<file path="src/hw/rtl/ipmf_pkg.sv">
// Shared types, constants and helper functions for the IPv4 mask filter table.
// No dependencies; every other file in hw/rtl refers to it by scoped names.
package ipmf_pkg;

    // Table geometry
    localparam int MAX_ENTRIES = 1024;
    localparam int IDX_W       = $clog2(MAX_ENTRIES);
    localparam int CNT_W       = 11;

    // Stream payload widths
    localparam int ADDR_W      = 32;
    localparam int KIND_W      = 2;
    localparam int STATUS_W    = 2;
    localparam int OUT_W       = 16;

    // Marker of a free slot, and the all-ones octet
    localparam logic [ADDR_W-1:0] FREE_MARK  = 32'hffff_ffff;
    localparam logic [7:0]        OCTET_FULL = 8'hff;

    // Result status codes
    localparam logic [STATUS_W-1:0] STAT_DONE      = 2'd0;
    localparam logic [STATUS_W-1:0] STAT_FULL      = 2'd1;
    localparam logic [STATUS_W-1:0] STAT_NOT_FOUND = 2'd2;

    // Item kinds
    typedef enum logic [KIND_W-1:0] {
        KIND_ADD    = 2'd0,
        KIND_REMOVE = 2'd1,
        KIND_CHECK  = 2'd2,
        KIND_NONE   = 2'd3
    } kind_t;

    // Sequencer states
    typedef enum logic [1:0] {
        ST_IDLE  = 2'd0,
        ST_SCAN  = 2'd1,
        ST_SHIFT = 2'd2,
        ST_RESP  = 2'd3
    } state_t;

    // Request from the sequencer to the filter memory
    typedef struct packed {
        logic              rd_en;
        logic [IDX_W-1:0]  rd_addr;
        logic              wr_en;
        logic [IDX_W-1:0]  wr_addr;
        logic [ADDR_W-1:0] wr_data;
    } ram_req_t;

    // One mask bit per nonzero octet
    function automatic logic [3:0] octet_mask_of(input logic [ADDR_W-1:0] v);
        logic [3:0] m;
        m = '0;
        for (int i = 0; i < 4; i++) begin
            m[i] = (v[8*i +: 8] != 8'd0);
        end
        return m;
    endfunction

    // Widen a mask bit to cover its whole octet
    function automatic logic [ADDR_W-1:0] expand_mask(input logic [3:0] m);
        logic [ADDR_W-1:0] e;
        e = '0;
        for (int i = 0; i < 4; i++) begin
            e[8*i +: 8] = m[i] ? OCTET_FULL : 8'd0;
        end
        return e;
    endfunction

endpackage

</file>
<file path="src/hw/rtl/ipmf_ctrl.sv">
// Sequencer: scans the filter memory one entry per cycle, shifts on remove,
// and holds the result register. Depends on ipmf_pkg and drives ipmf_ram.
module ipmf_ctrl (
    input  logic                          clk,
    input  logic                          rst_n,
    input  logic                          ban_mode,
    // item input
    input  logic                          s_axis_tvalid,
    output logic                          s_axis_tready,
    input  logic [ipmf_pkg::ADDR_W-1:0]   s_axis_tdata,
    input  logic [ipmf_pkg::KIND_W-1:0]   s_axis_tuser,
    // result output
    output logic                          m_axis_tvalid,
    input  logic                          m_axis_tready,
    output logic [ipmf_pkg::OUT_W-1:0]    m_axis_tdata,
    // memory and compare unit
    output ipmf_pkg::ram_req_t            ram_req,
    input  logic [ipmf_pkg::ADDR_W-1:0]   rd_data,
    output ipmf_pkg::kind_t               match_kind,
    output logic [ipmf_pkg::ADDR_W-1:0]  match_addr,
    output logic [ipmf_pkg::ADDR_W-1:0]  match_cmp,
    input  logic                          match_hit
);

    localparam logic [ipmf_pkg::CNT_W-1:0] CNT_MAX = ipmf_pkg::CNT_W'(ipmf_pkg::MAX_ENTRIES);
    localparam logic [ipmf_pkg::CNT_W-1:0] CNT_ONE = ipmf_pkg::CNT_W'(1);
    localparam logic [ipmf_pkg::IDX_W-1:0] IDX_ONE = ipmf_pkg::IDX_W'(1);

    ipmf_pkg::state_t                 state_reg, state_next;
    ipmf_pkg::kind_t                  kind_reg, kind_next;
    logic [ipmf_pkg::ADDR_W-1:0]      addr_reg, addr_next;
    logic [ipmf_pkg::ADDR_W-1:0]      cmp_reg, cmp_next;
    logic [ipmf_pkg::CNT_W-1:0]       count_reg, count_next;
    logic [ipmf_pkg::CNT_W-1:0]       issue_reg, issue_next;
    logic                             rd_vld_reg, rd_vld_next;
    logic [ipmf_pkg::IDX_W-1:0]       rd_idx_reg, rd_idx_next;
    logic                             res_blocked_reg, res_blocked_next;
    logic [ipmf_pkg::STATUS_W-1:0]    res_status_reg, res_status_next;
    logic                             out_valid_reg, out_valid_next;
    logic [ipmf_pkg::OUT_W-1:0]       out_data_reg, out_data_next;

    logic in_accept;
    logic scan_hit;
    logic scan_end;
    logic shift_end;
    logic can_issue;
    logic out_free;

    assign in_accept = s_axis_tvalid && s_axis_tready;
    assign scan_hit  = rd_vld_reg && match_hit;
    assign can_issue = (issue_reg < count_reg);
    assign scan_end  = scan_hit || (!rd_vld_reg && !can_issue);
    assign shift_end = !rd_vld_reg && !can_issue;
    assign out_free  = !out_valid_reg || m_axis_tready;

    assign s_axis_tready = (state_reg == ipmf_pkg::ST_IDLE);
    assign m_axis_tvalid = out_valid_reg;
    assign m_axis_tdata  = out_data_reg;

    assign match_kind = kind_reg;
    assign match_addr = addr_reg;
    assign match_cmp  = cmp_reg;

    // Next state
    always_comb
    begin
        state_next = state_reg;
        unique case (state_reg)
            ipmf_pkg::ST_IDLE:
            begin
                if (in_accept)
                begin
                    state_next = (ipmf_pkg::kind_t'(s_axis_tuser) == ipmf_pkg::KIND_NONE)
                        ? ipmf_pkg::ST_RESP : ipmf_pkg::ST_SCAN;
                end
            end
            ipmf_pkg::ST_SCAN:
            begin
                if (scan_end)
                begin
                    state_next = (kind_reg == ipmf_pkg::KIND_REMOVE && scan_hit)
                        ? ipmf_pkg::ST_SHIFT : ipmf_pkg::ST_RESP;
                end
            end
            ipmf_pkg::ST_SHIFT:
            begin
                if (shift_end)
                begin
                    state_next = ipmf_pkg::ST_RESP;
                end
            end
            ipmf_pkg::ST_RESP:
            begin
                if (out_free)
                begin
                    state_next = ipmf_pkg::ST_IDLE;
                end
            end
            default: state_next = ipmf_pkg::ST_IDLE;
        endcase
    end

    // Datapath, memory requests and result register
    always_comb
    begin
        kind_next        = kind_reg;
        addr_next        = addr_reg;
        cmp_next         = cmp_reg;
        count_next       = count_reg;
        issue_next       = issue_reg;
        rd_vld_next      = 1'b0;
        rd_idx_next      = rd_idx_reg;
        res_blocked_next = res_blocked_reg;
        res_status_next  = res_status_reg;
        out_valid_next   = out_valid_reg && !m_axis_tready;
        out_data_next    = out_data_reg;
        ram_req          = '0;

        unique case (state_reg)
            ipmf_pkg::ST_IDLE:
            begin
                // Capture the item and derive its masked compare value
                if (in_accept)
                begin
                    kind_next        = ipmf_pkg::kind_t'(s_axis_tuser);
                    addr_next        = s_axis_tdata;
                    cmp_next         = s_axis_tdata & ipmf_pkg::expand_mask(
                                           ipmf_pkg::octet_mask_of(s_axis_tdata));
                    issue_next       = '0;
                    res_blocked_next = 1'b0;
                    res_status_next  = ipmf_pkg::STAT_DONE;
                end
            end
            ipmf_pkg::ST_SCAN:
            begin
                // Issue the next read until a hit comes back or no entry is left to read
                if (!scan_hit && can_issue)
                begin
                    ram_req.rd_en   = 1'b1;
                    ram_req.rd_addr = issue_reg[ipmf_pkg::IDX_W-1:0];
                    rd_vld_next     = 1'b1;
                    rd_idx_next     = issue_reg[ipmf_pkg::IDX_W-1:0];
                    issue_next      = issue_reg + CNT_ONE;
                end
                if (scan_end)
                begin
                    case (kind_reg)
                        ipmf_pkg::KIND_ADD:
                        begin
                            if (scan_hit)
                            begin
                                ram_req.wr_en   = 1'b1;
                                ram_req.wr_addr = rd_idx_reg;
                                ram_req.wr_data = cmp_reg;
                            end
                            else if (count_reg == CNT_MAX)
                            begin
                                res_status_next = ipmf_pkg::STAT_FULL;
                            end
                            else
                            begin
                                ram_req.wr_en   = 1'b1;
                                ram_req.wr_addr = count_reg[ipmf_pkg::IDX_W-1:0];
                                ram_req.wr_data = cmp_reg;
                                count_next      = count_reg + CNT_ONE;
                            end
                        end
                        ipmf_pkg::KIND_REMOVE:
                        begin
                            if (scan_hit)
                            begin
                                issue_next = {1'b0, rd_idx_reg} + CNT_ONE;
                            end
                            else
                            begin
                                res_status_next = ipmf_pkg::STAT_NOT_FOUND;
                            end
                        end
                        ipmf_pkg::KIND_CHECK:
                        begin
                            res_blocked_next = scan_hit ? ban_mode : !ban_mode;
                        end
                        default: res_blocked_next = 1'b0;
                    endcase
                end
            end
            ipmf_pkg::ST_SHIFT:
            begin
                // Move each later entry down by one slot
                if (rd_vld_reg)
                begin
                    ram_req.wr_en   = 1'b1;
                    ram_req.wr_addr = rd_idx_reg - IDX_ONE;
                    ram_req.wr_data = rd_data;
                end
                if (can_issue)
                begin
                    ram_req.rd_en   = 1'b1;
                    ram_req.rd_addr = issue_reg[ipmf_pkg::IDX_W-1:0];
                    rd_vld_next     = 1'b1;
                    rd_idx_next     = issue_reg[ipmf_pkg::IDX_W-1:0];
                    issue_next      = issue_reg + CNT_ONE;
                end
                if (shift_end)
                begin
                    count_next = count_reg - CNT_ONE;
                end
            end
            ipmf_pkg::ST_RESP:
            begin
                // Load the result once the output register is free
                if (out_free)
                begin
                    out_valid_next = 1'b1;
                    out_data_next  = {{(ipmf_pkg::OUT_W - ipmf_pkg::CNT_W
                                        - ipmf_pkg::STATUS_W - 1){1'b0}},
                                      count_reg, res_status_reg, res_blocked_reg};
                end
            end
            default: ;
        endcase
    end

    // Control registers
    always_ff @(posedge clk or negedge rst_n)
    begin
        if (!rst_n)
        begin
            state_reg     <= ipmf_pkg::ST_IDLE;
            count_reg     <= '0;
            rd_vld_reg    <= 1'b0;
            out_valid_reg <= 1'b0;
        end
        else
        begin
            state_reg     <= state_next;
            count_reg     <= count_next;
            rd_vld_reg    <= rd_vld_next;
            out_valid_reg <= out_valid_next;
        end
    end

    // Payload registers
    always_ff @(posedge clk)
    begin
        kind_reg        <= kind_next;
        addr_reg        <= addr_next;
        cmp_reg         <= cmp_next;
        issue_reg       <= issue_next;
        rd_idx_reg      <= rd_idx_next;
        res_blocked_reg <= res_blocked_next;
        res_status_reg  <= res_status_next;
        out_data_reg    <= out_data_next;
    end

    // The count never passes the table size
    assert property (@(posedge clk) disable iff (!rst_n)
        count_reg <= CNT_MAX)
    else $error("filter count above table size");

    // Reads stay below the count
    assert property (@(posedge clk) disable iff (!rst_n)
        ram_req.rd_en |-> ({1'b0, ram_req.rd_addr} < count_reg))
    else $error("read at or above filter count");

    // Writes stay below the count, or append at it
    assert property (@(posedge clk) disable iff (!rst_n)
        ram_req.wr_en |-> ({1'b0, ram_req.wr_addr} <= count_reg))
    else $error("write beyond end of table");

    // The count moves only at the end of a scan or a shift
    assert property (@(posedge clk) disable iff (!rst_n)
        (count_reg != $past(count_reg)) |->
            ($past(state_reg) == ipmf_pkg::ST_SCAN || $past(state_reg) == ipmf_pkg::ST_SHIFT))
    else $error("filter count changed outside scan or shift");

endmodule

</file>
<file path="config.mk">
export PLATFORM = sky130hd
export DESIGN_NAME = ipmf_ctrl
export DESIGN_NICKNAME = d
export VERILOG_FILES = /design/src/hw/rtl/ipmf_pkg.sv /design/src/hw/rtl/ipmf_ctrl.sv
export SDC_FILE = /design/constraint.sdc
export NUM_CORES = 1
export LEC_CHECK = 0
export ABC_CLOCK_PERIOD_IN_PS = 4900
export BUFFER_PORTS_ARGS = -buffer_cell sky130_fd_sc_hd__buf_2
export CORE_MARGIN = 2
export CORE_UTILIZATION = 55
export CTS_CLUSTER_DIAMETER = 80
export CTS_CLUSTER_SIZE = 16
export DETAILED_ROUTE_END_ITERATION = 12
export GPL_ROUTABILITY_DRIVEN = 1
export PLACE_DENSITY = 0.82
export REMOVE_ABC_BUFFERS = 1
export SLEW_MARGIN = 20
export SYNTH_ARGS = -nofsm -noshare
export SYNTH_HDL_FRONTEND = slang
export SYNTH_SLANG_ARGS = --single-unit
</file>
<file path="constraint.sdc">
create_clock -name clk -period 4.9 [get_ports clk]
set_input_delay 0.98 -clock clk [delete_from_list [all_inputs] [get_ports clk]]
set_output_delay 0.98 -clock clk [all_outputs]
set_load 0.02 [all_outputs]
</file>
==> flow_summary.toml <==
[status]
status = "complete, no violations"

[critical_path]
cp-end-kind = "output pin"
crit_buf_inv = 3
crit_path_start_kind = "flop"
slowest_stage = "a2111oi_4"
slowest_delay_ns = 0.57
arrival_ns = 3.41
crit_chain = "inv_1 > ha_1 > a21oi_1 > o22ai_1 > a2111oi_4 > a31oi_2 > inv_1 > ha_1 > nand2_1 > a21oi_1 > buf_2"
worstPathRequired_ns = 3.92
crit_family = "compound AO/OA/AOI/OAI gates"
path_max_fanout = 15
path_class = "reg -> out"

[clock_network]
ctsResizeCount = 0
cts_buffers = 17
cts-root-buf = "clkbuf_16"
postCtsSetupBuffers = 0
clockBufferDepth = 2
h-tree-depth = 4
cts.sinks = 119
cts.clk_slew.worst_paths_ns = 0.06
insertion_delay_ns = 0.41
cts_tree = "done"
cts_hold_buf = 0

[sta]
slew_headroom = 0.342
max_freq_ghz = 0.228
skew_ns = 0.0106
setup_ws_ns = 0.509
max_slew.worst_pin.slew_ns = 0.987
hold_viol = 0
setup_viol = 0
fin_crit_ns = 4.39
fin_hold_ws_ns = 0.449
rsz0062_at_grt = "no"
finalSetupTns_ns = 0
drv_slew = 0
period_share = 0.896

[finish]
final_util = 0.700
final_net_count = 824
area_growth_pct = 25.8
instances_no_fill = 882
num-fill-cells = 833
drive_above_1_share = 0.347
postLayoutCellArea_mm2 = 0.00790

[pwr]
ir_drop_uv = 412
comb_power_share = 0.363
p_leak_nw = 3.34
power.total_mw = 4.54
cellInternalPower_mw = 2.75
netSwitchingPower_mw = 1.79
switching_share = 0.394
p_seq_frac = 0.371
pwr_density_cell_mw_per_mm2 = 575
clkPwrFrac = 0.267

[route]
routedWlPerCell_um = 20.8
drc = 0
finalWirelength_um = 18300
via_count = 5362
drt-initial-drc-count = 564
first_pass_iters = 6
ant_nets = 0
via_per_inst = 6.08

[floorplan]
initial_core_util = 0.557
rows = 39
die_w_um = 111
core_area_mm2 = 0.0113
ios = 210
fp.dieArea_mm2 = 0.0123
dieHeight_um = 111

[logic_synthesis]
synth_top_area_frac = 0.498
synth.distinct_cells = 66
syn-mean-instance-area_um2 = 11.5
synth-seq-cells = 119
yosysTopAreaCell = "edfxtp_1"
synthTopCellsByArea = "edfxtp_1 (50%), dfrtp_1 (6.0%), ha_1 (5.4%), a22o_1 (4.5%), clkbuf_1 (2.5%)"
yosysWarnings = 0
async_flop_share = 0.126
synth_area_mm2 = 0.00627
synth_flop_cell = "edfxtp_1"
syn-instance-count = 545
seq_area_frac_synth = 0.558
synth_edf_count = 104

[global_routing]
grt_max_degree = 45
track_usage = 0.296
grt_overflow = 0
grt_pass1_wl_um = 28000
antenna_found_initial = 3
grt_pass1_vias = 5180

[job]
drv_cap = 0

[placement]
finalWeightedCongestion = 0.931
pre_cts_ws_ns = 0.781
port_buffers = 207
placed_area_mm2 = 0.00731
hpwl_um = 13700
dp.cells = 848

[worst_hold_path]
hold_class = "reg -> reg"
==> per-layer routing <==
| metal | part of all wire | wire length [µm] | track usage |
|---|---|---|---|
| met5 | 0 | 0 | 0 |
| met3 | 0.084 | 1550 | 0.0694 |
| met1 | 0.37 | 6760 | 0.353 |
| met4 | 0.037 | 686 | 0.132 |
| met2 | 0.51 | 9350 | 0.514 |
==> power by group through the flow <==
stage          Combinational [mW]  Clock (mW)  Sequential [mW]
5_1_grt                      1.78        1.27             1.71
3_5_place_dp                 1.60           0             1.69
3_3_place_gp                 1.56           0             1.67
2_1_floorplan                1.03           0             1.71
6_report                     1.65        1.21             1.68
4_1_cts                      1.62        1.22             1.67
==> area by class of cell <==
class / instances / area [µm²] / share of cell area
clock inverters: 15 / 151 / 0.0192
repair buffers: 211 / 1070 / 0.135
well taps: 143 / 179 / 0.0227
inverters: 28 / 105 / 0.0133
diodes: 2 / 5.00 / 0.000634
multi-input cells: 347 / 2460 / 0.312
clock buffers: 17 / 425 / 0.0539
flip-flops and latches: 119 / 3500 / 0.443
==> placed cells by master, fill, tap and decap left out, types with 4 or more instances in the layout <==
| cell | n |
|---|---|
| a21o_1 | 4 |
| or3_1 | 10 |
| buf_2 | 207 |
| nor4_1 | 4 |
| nand3_1 | 16 |
| xnor2_1 | 13 |
| o22ai_1 | 5 |
| clkbuf_16 | 17 |
| buf_4 | 4 |
| nand2b_1 | 7 |
| o21ai_0 | 20 |
| a211oi_1 | 6 |
| dfrtp_1 | 15 |
| a21oi_1 | 18 |
| ha_1 | 27 |
| nor3_1 | 9 |
| o21ai_1 | 5 |
| edfxtp_1 | 104 |
| a31oi_1 | 4 |
| xor2_1 | 10 |
| inv_6 | 4 |
| nor2_1 | 29 |
| o211ai_1 | 5 |
| nand2_1 | 35 |
| and2_1 | 10 |
| mux2i_1 | 8 |
| inv_1 | 27 |
| a221o_1 | 7 |
| a22o_1 | 32 |
==> cells in the mapped netlist, types with 3 or more instances <==
cell	count
a211oi_1	6
a21o_1	4
a21oi_1	18
a221o_1	7
a22o_1	32
a31oi_1	4
a32oi_1	3
and2_1	11
buf_2	7
buf_4	3
clkbuf_1	42
dfrtp_1	15
edfxtp_1	104
ha_1	27
inv_1	27
mux2i_1	8
nand2_1	35
nand2b_1	7
nand3_1	16
nand3b_1	3
nand4_1	3
nor2_1	30
nor2b_1	3
nor3_1	9
nor3b_1	3
nor4_1	4
o211ai_1	5
o21a_1	4
o21ai_0	20
o21ai_1	5
o22ai_1	5
or3_1	10
xnor2_1	13
xor2_1	10
==> logic make-up (layout without fill, tap and decap cells) <==
logic type,Yosys count,count (layout),share of synthesized area
simple gates,143,143,0.115
compound gates,142,142,0.172
flops,119,119,0.558
buf+inv,80,271,0.0510
fa+ha+maj,28,28,0.0570
xor+xnor,23,23,0.0321
mux,9,9,0.0146
other cells,1,4,0.000598
==> path summary, 6_finish.rpt <==
kind / start / to / slack [ns] / cells after the start
max: count_reg[4] / ram_req[43] / 0.51 / 11
max in group asynchronous: rst_n / count_reg[9] / 4.11 / 1
min reg2reg: res_blocked_reg / m_axis_tdata[0] / 0.45 / 0
min: res_blocked_reg / m_axis_tdata[0] / 0.45 / 0
max reg2reg: count_reg[4] / rd_idx_reg[4] / 1.38 / 7
min in group asynchronous: rst_n / rd_vld_reg / 0.49 / 1
Power figures use the tool's default switching activity.
