===== config.mk =====
export PLATFORM = sky130hd
export DESIGN_NAME = ipmf_match
export DESIGN_NICKNAME = d
export VERILOG_FILES = /design/src/hw/rtl/ipmf_pkg.sv /design/src/hw/rtl/ipmf_match.sv
export SDC_FILE = /design/constraint.sdc
export NUM_CORES = 1
export LEC_CHECK = 0
export BUFFER_PORTS_ARGS = -buffer_cell sky130_fd_sc_hd__clkbuf_2
export CAP_MARGIN = 10
export CORE_AREA = 3 3 62 64
export DETAILED_ROUTE_END_ITERATION = 16
export DIE_AREA = 0 0 65 67
export GPL_TIMING_DRIVEN = 0
export PLACE_DENSITY = 0.77
export SYNTH_ARGS = -nofsm -noshare
export SYNTH_HDL_FRONTEND = slang
export SYNTH_SLANG_ARGS = --single-unit

===== constraint.sdc =====
create_clock -name vclk -period 3.9
set_input_delay 0.78 -clock vclk [all_inputs]
set_output_delay 0.78 -clock vclk [all_outputs]
set_load 0.005 [all_outputs]

===== src/hw/rtl/ipmf_pkg.sv =====
// Shared types, constants and helper functions for the IPv4 mask filter table.
// No dependencies; every other file in hw/rtl refers to it by scoped names.
package ipmf_pkg;

    // Table geometry
    localparam int MAX_ENTRIES = 1024;
    localparam int IDX_W       = $clog2(MAX_ENTRIES);
    localparam int CNT_W       = 11;

    // Stream payload widths
    localparam int ADDR_W      = 32;
    localparam int KIND_W      = 2;
    localparam int STATUS_W    = 2;
    localparam int OUT_W       = 16;

    // Marker of a free slot, and the all-ones octet
    localparam logic [ADDR_W-1:0] FREE_MARK  = 32'hffff_ffff;
    localparam logic [7:0]        OCTET_FULL = 8'hff;

    // Result status codes
    localparam logic [STATUS_W-1:0] STAT_DONE      = 2'd0;
    localparam logic [STATUS_W-1:0] STAT_FULL      = 2'd1;
    localparam logic [STATUS_W-1:0] STAT_NOT_FOUND = 2'd2;

    // Item kinds
    typedef enum logic [KIND_W-1:0] {
        KIND_ADD    = 2'd0,
        KIND_REMOVE = 2'd1,
        KIND_CHECK  = 2'd2,
        KIND_NONE   = 2'd3
    } kind_t;

    // Sequencer states
    typedef enum logic [1:0] {
        ST_IDLE  = 2'd0,
        ST_SCAN  = 2'd1,
        ST_SHIFT = 2'd2,
        ST_RESP  = 2'd3
    } state_t;

    // Request from the sequencer to the filter memory
    typedef struct packed {
        logic              rd_en;
        logic [IDX_W-1:0]  rd_addr;
        logic              wr_en;
        logic [IDX_W-1:0]  wr_addr;
        logic [ADDR_W-1:0] wr_data;
    } ram_req_t;

    // One mask bit per nonzero octet
    function automatic logic [3:0] octet_mask_of(input logic [ADDR_W-1:0] v);
        logic [3:0] m;
        m = '0;
        for (int i = 0; i < 4; i++) begin
            m[i] = (v[8*i +: 8] != 8'd0);
        end
        return m;
    endfunction

    // Widen a mask bit to cover its whole octet
    function automatic logic [ADDR_W-1:0] expand_mask(input logic [3:0] m);
        logic [ADDR_W-1:0] e;
        e = '0;
        for (int i = 0; i < 4; i++) begin
            e[8*i +: 8] = m[i] ? OCTET_FULL : 8'd0;
        end
        return e;
    endfunction

endpackage


===== src/hw/rtl/ipmf_match.sv =====
// Shared compare unit: tests one stored filter against the current item.
// Depends on ipmf_pkg for the kind codes and the mask helpers.
module ipmf_match (
    input  ipmf_pkg::kind_t             kind,
    input  logic [ipmf_pkg::ADDR_W-1:0] addr,
    input  logic [ipmf_pkg::ADDR_W-1:0] cmp,
    input  logic [ipmf_pkg::ADDR_W-1:0] entry,
    output logic                        hit
);

    logic [ipmf_pkg::ADDR_W-1:0] entry_mask;

    // Stored compare values carry their own mask: one bit per nonzero octet
    assign entry_mask = ipmf_pkg::expand_mask(ipmf_pkg::octet_mask_of(entry));

    // Select the test for this kind of item
    always_comb
    begin
        case (kind)
            ipmf_pkg::KIND_ADD:    hit = (entry == ipmf_pkg::FREE_MARK);
            ipmf_pkg::KIND_REMOVE: hit = (entry == cmp);
            ipmf_pkg::KIND_CHECK:  hit = ((addr & entry_mask) == entry);
            default:               hit = 1'b0;
        endcase
    end

endmodule


==> run_summary.xml, run 1 <==
<?xml version="1.0" encoding="UTF-8"?>
<metrics>
  <group name="pwr">
    <metric name="total_power" unit="mW">0.224</metric>
    <metric name="p_clk_share" unit="%">0</metric>
    <metric name="leakage" unit="nW">1.00</metric>
    <metric name="irDropWorstVdd" unit="V">0.0000632</metric>
    <metric name="cellInternalPower" unit="mW">0.105</metric>
    <metric name="comb_power_share" unit="%">100.0</metric>
    <metric name="total_power_density_per_cell_area" unit="nW/um2">118</metric>
    <metric name="power.switching_fraction" unit="%">53.1</metric>
    <metric name="power.switching" unit="mW">0.119</metric>
    <metric name="seq_power_share" unit="%">0</metric>
  </group>
  <group name="synthesis">
    <metric name="ys_warn_count" unit="">0</metric>
    <metric name="yosysTopAreaCellShare" unit="%">9.40</metric>
    <metric name="post_synth_main_area_contributors" unit="">sky130_fd_sc_hd__inv_1 9.4%, sky130_fd_sc_hd__mux2i_1 6.8%, sky130_fd_sc_hd__a21bo_2 6.1%</metric>
    <metric name="synth.cell_area" unit="um2">1320</metric>
    <metric name="postSynthCellCount" unit="">203</metric>
    <metric name="yosysUniqueCellTypes" unit="">47</metric>
    <metric name="synth-seq-area-share" unit="%">0</metric>
    <metric name="yosysTopAreaCell" unit="">sky130_fd_sc_hd__inv_1</metric>
    <metric name="synth_most_common_cell" unit="">sky130_fd_sc_hd__inv_1</metric>
    <metric name="post_synth.cell_area_avg" unit="um2">6.49</metric>
    <metric name="post_synth_most_frequent_cells" unit="">33 x sky130_fd_sc_hd__inv_1, 18 x sky130_fd_sc_hd__nand2_1, 14 x sky130_fd_sc_hd__a21oi_1</metric>
    <metric name="synth_nets" unit="">304</metric>
  </group>
  <group name="hold_path">
    <metric name="hold_depth" unit="">5</metric>
    <metric name="hold_start" unit="">entry[27]</metric>
    <metric name="whs_endpoint" unit="">hit</metric>
    <metric name="holdCritPathClass" unit="">input port to primary output</metric>
  </group>
  <group name="clock_tree">
    <metric name="cts_hold_buf" unit="">0</metric>
    <metric name="postCtsSetupRepairBufs" unit="">0</metric>
    <metric name="cts_resized" unit="">1</metric>
  </group>
  <group name="timing">
    <metric name="slew_at_the_pin_closest_to_its_max_slew_limit" unit="ns">0.628</metric>
    <metric name="finalHoldWorstSlack" unit="ns">2.14</metric>
    <metric name="final_hold_viol_count" unit="">0</metric>
    <metric name="final_period_minus_worst_setup_slack" unit="ns">3.80</metric>
    <metric name="finalSetupViolations" unit="">0</metric>
    <metric name="slew_headroom" unit="%">57.8</metric>
    <metric name="setup_repair_after_global_routing_missed_its_margin" unit="">no</metric>
    <metric name="maxClockFrequency" unit="MHz">263</metric>
    <metric name="total_count_of_max_transition_violations_in_the_final_report" unit="">0</metric>
    <metric name="crit_share_post_route" unit="%">97.4</metric>
    <metric name="tns" unit="ns">0</metric>
  </group>
  <group name="cells_and_area">
    <metric name="n_clock_buffer" unit="">0</metric>
    <metric name="final_area" unit="um2">1890</metric>
    <metric name="antenna_diodes" unit="">0</metric>
    <metric name="area.sequential" unit="um2">0</metric>
    <metric name="final_core_util" unit="%">56.7</metric>
    <metric name="nets" unit="">405</metric>
    <metric name="layout-area-overhead-vs-synth" unit="%">43.5</metric>
    <metric name="nFillCells" unit="">366</metric>
    <metric name="final_layout_size_suffix_gt1_share" unit="%">39.7</metric>
    <metric name="design.seq.count" unit="">0</metric>
  </group>
  <group name="placement">
    <metric name="post_dp_cell_area" unit="um2">1870</metric>
    <metric name="finalWeightedCongestion" unit="">1.02</metric>
    <metric name="port_buffers" unit="">99</metric>
    <metric name="dp_hpwl" unit="um">4760</metric>
  </group>
  <group name="global_route">
    <metric name="grt_start_max_net_pins" unit="">11</metric>
    <metric name="grt_pass1_vias" unit="">1919</metric>
    <metric name="global_route.usage.total" unit="%">24.8</metric>
    <metric name="grt_antenna_before_repair" unit="">0</metric>
    <metric name="grt_pass1_wl" unit="um">8700</metric>
    <metric name="grt.overflow.total" unit="">0</metric>
  </group>
  <group name="floorplanning">
    <metric name="floorplan.rows" unit="">21</metric>
    <metric name="boundaryPins" unit="">99</metric>
    <metric name="die-area" unit="um2">4360</metric>
    <metric name="die_height" unit="um">67</metric>
    <metric name="floorplan.initialDensity" unit="%">39.5</metric>
    <metric name="core_area" unit="um2">3340</metric>
    <metric name="floorplan.die.width" unit="um">65</metric>
  </group>
  <group name="worst_setup_path">
    <metric name="timing_worst_setup_path_type" unit="">input port to primary output</metric>
    <metric name="critical_path.endpoint_type" unit="">primary output</metric>
    <metric name="start_kind" unit="">input port</metric>
    <metric name="cp.arrival" unit="ns">3.02</metric>
    <metric name="crit_fanout" unit="">10</metric>
    <metric name="worstPathRequired" unit="ns">3.12</metric>
  </group>
  <group name="drt">
    <metric name="post_drt_wl_per_cell" unit="um">16.2</metric>
    <metric name="drtPass1Iterations" unit="">6</metric>
    <metric name="routed_wirelength" unit="um">5650</metric>
    <metric name="total_via_count_in_the_routed_design" unit="">2073</metric>
    <metric name="ant_nets" unit="">0</metric>
    <metric name="remaining_drc_errors" unit="">0</metric>
    <metric name="drt_iter0_drc" unit="">189</metric>
    <metric name="drt-vias-per-instance" unit="">5.96</metric>
  </group>
  <group name="run_status">
    <metric name="status" unit="">complete, no violations</metric>
  </group>
  <group name="run">
    <metric name="maxCapViolations" unit="">0</metric>
  </group>
</metrics>
layer usage:
metal / global-route usage (%) / routed length (um)
met1: 34.7 / 2380
met2: 41.9 / 2560
met3: 1.69 / 613
met4: 3.96 / 102
met5: 0 / 0
cell type report:
type	count	area [um2]	share of cell area, %
Inverter	33	124	6.55
Buffer	9	48.8	2.58
Tap cell	46	57.6	3.04
Timing Repair Buffer	99	495	26.2
Multi-Input combinational cell	161	1160	61.6
worst max-delay path, stage by stage:
cell and delay (ns):
sky130_fd_sc_hd__clkbuf_2 0.10, sky130_fd_sc_hd__inv_1 0.05, sky130_fd_sc_hd__ha_2 0.40, sky130_fd_sc_hd__inv_1 0.09, sky130_fd_sc_hd__clkbuf_1 0.25, sky130_fd_sc_hd__and4_2 0.26
sky130_fd_sc_hd__a211oi_1 0.32, sky130_fd_sc_hd__nand4_1 0.13, sky130_fd_sc_hd__nor4b_1 0.27, sky130_fd_sc_hd__and3_1 0.24, sky130_fd_sc_hd__clkbuf_2 0.12
per-stage QoR:
step | worst slack (ns) | instances
after floorplan | 0.694 | 203
after global placement | 0.00141 | 348
after detailed placement | 0.00356 | 348
after CTS | 0.0582 | 348
after global routing | 0.0149 | 348
final | 0.103 | 348
power by group through the flow:
stage | registers [mW] | logic, mW | clock network, mW
after floorplan | 0 | 0.117 | 0
after global placement | 0 | 0.215 | 0
after detailed placement | 0 | 0.215 | 0
after CTS | 0 | 0.216 | 0
after global routing | 0 | 0.243 | 0
final | 0 | 0.224 | 0
cells by family (layout without fill, tap and decap cells):
kind of cell	after synthesis	count (layout)	synth area share, %
mux	9	9	6.84
fa+ha+maj	3	3	2.85
buf+inv	42	141	12.7
compound gates	81	81	48.1
simple gates	65	65	27.4
xor+xnor	3	3	1.99
cell usage in the layout, fill, tap and decap left out, types with 7 or more instances in the layout:
cell                       netlist  layout
sky130_fd_sc_hd__a21bo_2         8       8
sky130_fd_sc_hd__a22oi_1         7       7
sky130_fd_sc_hd__nand2_1        18      18
sky130_fd_sc_hd__a21oi_1        14      14
sky130_fd_sc_hd__clkbuf_2        0     101
sky130_fd_sc_hd__inv_1          33      33
sky130_fd_sc_hd__o22ai_1         7       7
sky130_fd_sc_hd__nor2b_1         7       7
sky130_fd_sc_hd__nor4_1         12      10
sky130_fd_sc_hd__mux2i_1         9       9
how the worst max path moves through the flow:
stage                     slack (ns)  startpoint   to  depth (start not counted)
after global placement         0.001     kind[0]  hit                         11
after floorplan                 0.69     kind[0]  hit                          9
final                           0.10     kind[0]  hit                         11
after global routing            0.01     kind[0]  hit                         11
after detailed placement       0.004     kind[0]  hit                         11
after CTS                       0.06     kind[0]  hit                         11
No activity file was read; power rests on OpenSTA's default activity.
==> inputs of run 2 (changes only) <==
CORE_AREA = 3 3 53 74   (was 3 3 62 64)
DIE_AREA = 0 0 56 77   (was 0 0 65 67)
PLACE_DENSITY = 0.78   (was 0.77)
==> run_summary.xml, run 2 (synthesis results as in run 1) <==
<?xml version="1.0" encoding="UTF-8"?>
<metrics>
  <group name="floorplanning">
    <metric name="floorplan.initialDensity" unit="%">39.0</metric>
    <metric name="floorplan.die.width" unit="um">56</metric>
    <metric name="core_area" unit="um2">3380</metric>
    <metric name="die_height" unit="um">77</metric>
    <metric name="boundaryPins" unit="">99</metric>
    <metric name="die-area" unit="um2">4310</metric>
    <metric name="floorplan.rows" unit="">25</metric>
  </group>
  <group name="timing">
    <metric name="total_count_of_max_transition_violations_in_the_final_report" unit="">0</metric>
    <metric name="slew_headroom" unit="%">46.6</metric>
    <metric name="crit_share_post_route" unit="%">95.5</metric>
    <metric name="final_hold_viol_count" unit="">0</metric>
    <metric name="slew_at_the_pin_closest_to_its_max_slew_limit" unit="ns">0.793</metric>
    <metric name="tns" unit="ns">0</metric>
    <metric name="final_period_minus_worst_setup_slack" unit="ns">3.72</metric>
    <metric name="finalSetupViolations" unit="">0</metric>
    <metric name="maxClockFrequency" unit="MHz">269</metric>
    <metric name="setup_repair_after_global_routing_missed_its_margin" unit="">no</metric>
  </group>
  <group name="placement">
    <metric name="placed_instances" unit="">342</metric>
    <metric name="finalWeightedCongestion" unit="">1.00</metric>
    <metric name="dp_hpwl" unit="um">5190</metric>
    <metric name="port_buffers" unit="">99</metric>
  </group>
  <group name="worst_setup_path">
    <metric name="worstPathRequired" unit="ns">3.12</metric>
    <metric name="crit_fanout" unit="">10</metric>
    <metric name="critical_path.endpoint_type" unit="">primary output</metric>
    <metric name="timing_worst_setup_path_type" unit="">input port to primary output</metric>
    <metric name="cp.arrival" unit="ns">2.94</metric>
    <metric name="start_kind" unit="">input port</metric>
  </group>
  <group name="drt">
    <metric name="remaining_drc_errors" unit="">0</metric>
    <metric name="drtPass1Iterations" unit="">4</metric>
    <metric name="total_via_count_in_the_routed_design" unit="">1988</metric>
    <metric name="detail_route.wirelength.met1" unit="um">2270</metric>
    <metric name="drt-vias-per-instance" unit="">5.81</metric>
    <metric name="highest_layer" unit="">met4</metric>
    <metric name="post_drt_wl_per_cell" unit="um">17.5</metric>
    <metric name="wl_met2" unit="um">3240</metric>
    <metric name="drt_iter0_drc" unit="">105</metric>
    <metric name="wl_met3" unit="um">345</metric>
    <metric name="ant_nets" unit="">0</metric>
    <metric name="routed_wirelength" unit="um">5990</metric>
  </group>
  <group name="pwr">
    <metric name="total_power" unit="mW">0.225</metric>
    <metric name="total_power_density_per_cell_area" unit="nW/um2">119</metric>
    <metric name="leakage" unit="nW">1.00</metric>
    <metric name="irDropWorstVdd" unit="V">0.0000786</metric>
    <metric name="cellInternalPower" unit="mW">0.105</metric>
    <metric name="seq_power_share" unit="%">0</metric>
    <metric name="p_clk_share" unit="%">0</metric>
    <metric name="power.switching_fraction" unit="%">53.4</metric>
    <metric name="power.switching" unit="mW">0.120</metric>
    <metric name="comb_power_share" unit="%">100.0</metric>
  </group>
  <group name="clock_tree">
    <metric name="postCtsSetupRepairBufs" unit="">0</metric>
    <metric name="cts_hold_buf" unit="">0</metric>
  </group>
  <group name="global_route">
    <metric name="grt_pass1_vias" unit="">1996</metric>
    <metric name="grt.overflow.total" unit="">0</metric>
    <metric name="grt_start_max_net_pins" unit="">11</metric>
    <metric name="global_route.usage.total" unit="%">26.3</metric>
    <metric name="grt_pass1_wl" unit="um">9340</metric>
    <metric name="grt_antenna_before_repair" unit="">0</metric>
  </group>
  <group name="cells_and_area">
    <metric name="nets" unit="">405</metric>
    <metric name="design.seq.count" unit="">0</metric>
    <metric name="multi_input_area" unit="um2">1160</metric>
    <metric name="area.sequential" unit="um2">0</metric>
    <metric name="layout-area-overhead-vs-synth" unit="%">42.9</metric>
    <metric name="leading_cell_types_in_the_layout_fill_and_taps_excluded" unit="">101 x sky130_fd_sc_hd__clkbuf_2, 33 x sky130_fd_sc_hd__inv_1, 18 x sky130_fd_sc_hd__nand2_1, 14 x sky130_fd_sc_hd__a21oi_1, 10 x sky130_fd_sc_hd__nor4_1</metric>
    <metric name="final_common_cell" unit="">sky130_fd_sc_hd__clkbuf_2</metric>
    <metric name="antenna_diodes" unit="">0</metric>
    <metric name="nFillCells" unit="">360</metric>
    <metric name="stdcell_count" unit="">342</metric>
    <metric name="final_layout_size_suffix_gt1_share" unit="%">39.7</metric>
    <metric name="n_clock_buffer" unit="">0</metric>
  </group>
  <group name="hold_path">
    <metric name="whs_endpoint" unit="">hit</metric>
    <metric name="hold_start" unit="">entry[24]</metric>
    <metric name="holdCritPathClass" unit="">input port to primary output</metric>
    <metric name="hold_depth" unit="">5</metric>
  </group>
  <group name="run">
    <metric name="maxCapViolations" unit="">0</metric>
  </group>
  <group name="run_status">
    <metric name="status" unit="">complete, no violations</metric>
  </group>
</metrics>
==> run 2: power by group through the flow <==
stage	sequential (mW)	combinational, mW	clock, mW
global placement	0	0.217	0
CTS	0	0.219	0
finish	0	0.225	0
detailed placement	0	0.218	0
floorplan	0	0.117	0
global route	0	0.246	0
==> run 2: worst max path at each step <==
| stage | from | endpoint |
|---|---|---|
| 2_1_floorplan | kind[0] | hit |
| 3_3_place_gp | kind[0] | hit |
| 3_5_place_dp | kind[0] | hit |
| 4_1_cts | kind[0] | hit |
| 5_1_grt | kind[0] | hit |
| 6_report | kind[0] | hit |
==> run 2: per-stage QoR <==
step | instance area [um2] | hold slack (ns) | util, % | setup WS (ns)
5_1_grt | 1880 | 2.11 | 55.7 | 0.0106
3_3_place_gp | 1860 | 2.08 | 55.1 | -0.0714
6_report | 1880 | 2.08 | 55.7 | 0.177
2_1_floorplan | 1320 | 1.84 | - | 0.694
3_5_place_dp | 1860 | 2.07 | 55.1 | -0.0614
4_1_cts | 1870 | 2.07 | 55.2 | 0.0309
==> run 2: critical path: stages <==
cell and delay (ns):
sky130_fd_sc_hd__clkbuf_2 0.11, sky130_fd_sc_hd__inv_1 0.05, sky130_fd_sc_hd__ha_2 0.39, sky130_fd_sc_hd__inv_1 0.08, sky130_fd_sc_hd__clkbuf_1 0.25, sky130_fd_sc_hd__and4_2 0.27
sky130_fd_sc_hd__a211oi_1 0.26, sky130_fd_sc_hd__nand4_1 0.16, sky130_fd_sc_hd__nor4b_1 0.29, sky130_fd_sc_hd__and3_1 0.21, sky130_fd_sc_hd__clkbuf_2 0.11
==> run 2: repair_timing <==
| item | in CTS | in global routing |
|---|---|---|
| endpoints found under the setup margin | 1 | 1 |
| gates resized for setup | 2 | 4 |
| pin swaps | 0 | 0 |
==> run 2: area by class of cell <==
cell class / instances / share of cell area, %
buffer: 9 / 2.59
inverter: 33 / 6.58
multi-input combinational: 161 / 61.9
tap: 40 / 2.66
timing repair buffer: 99 / 26.3
==> run 2: layer usage <==
metal  up-vias  track usage [%]
met5         -                0
met4         0             6.65
met3        10             1.35
met2        88             50.6
met1       897             30.6
li1        993                -
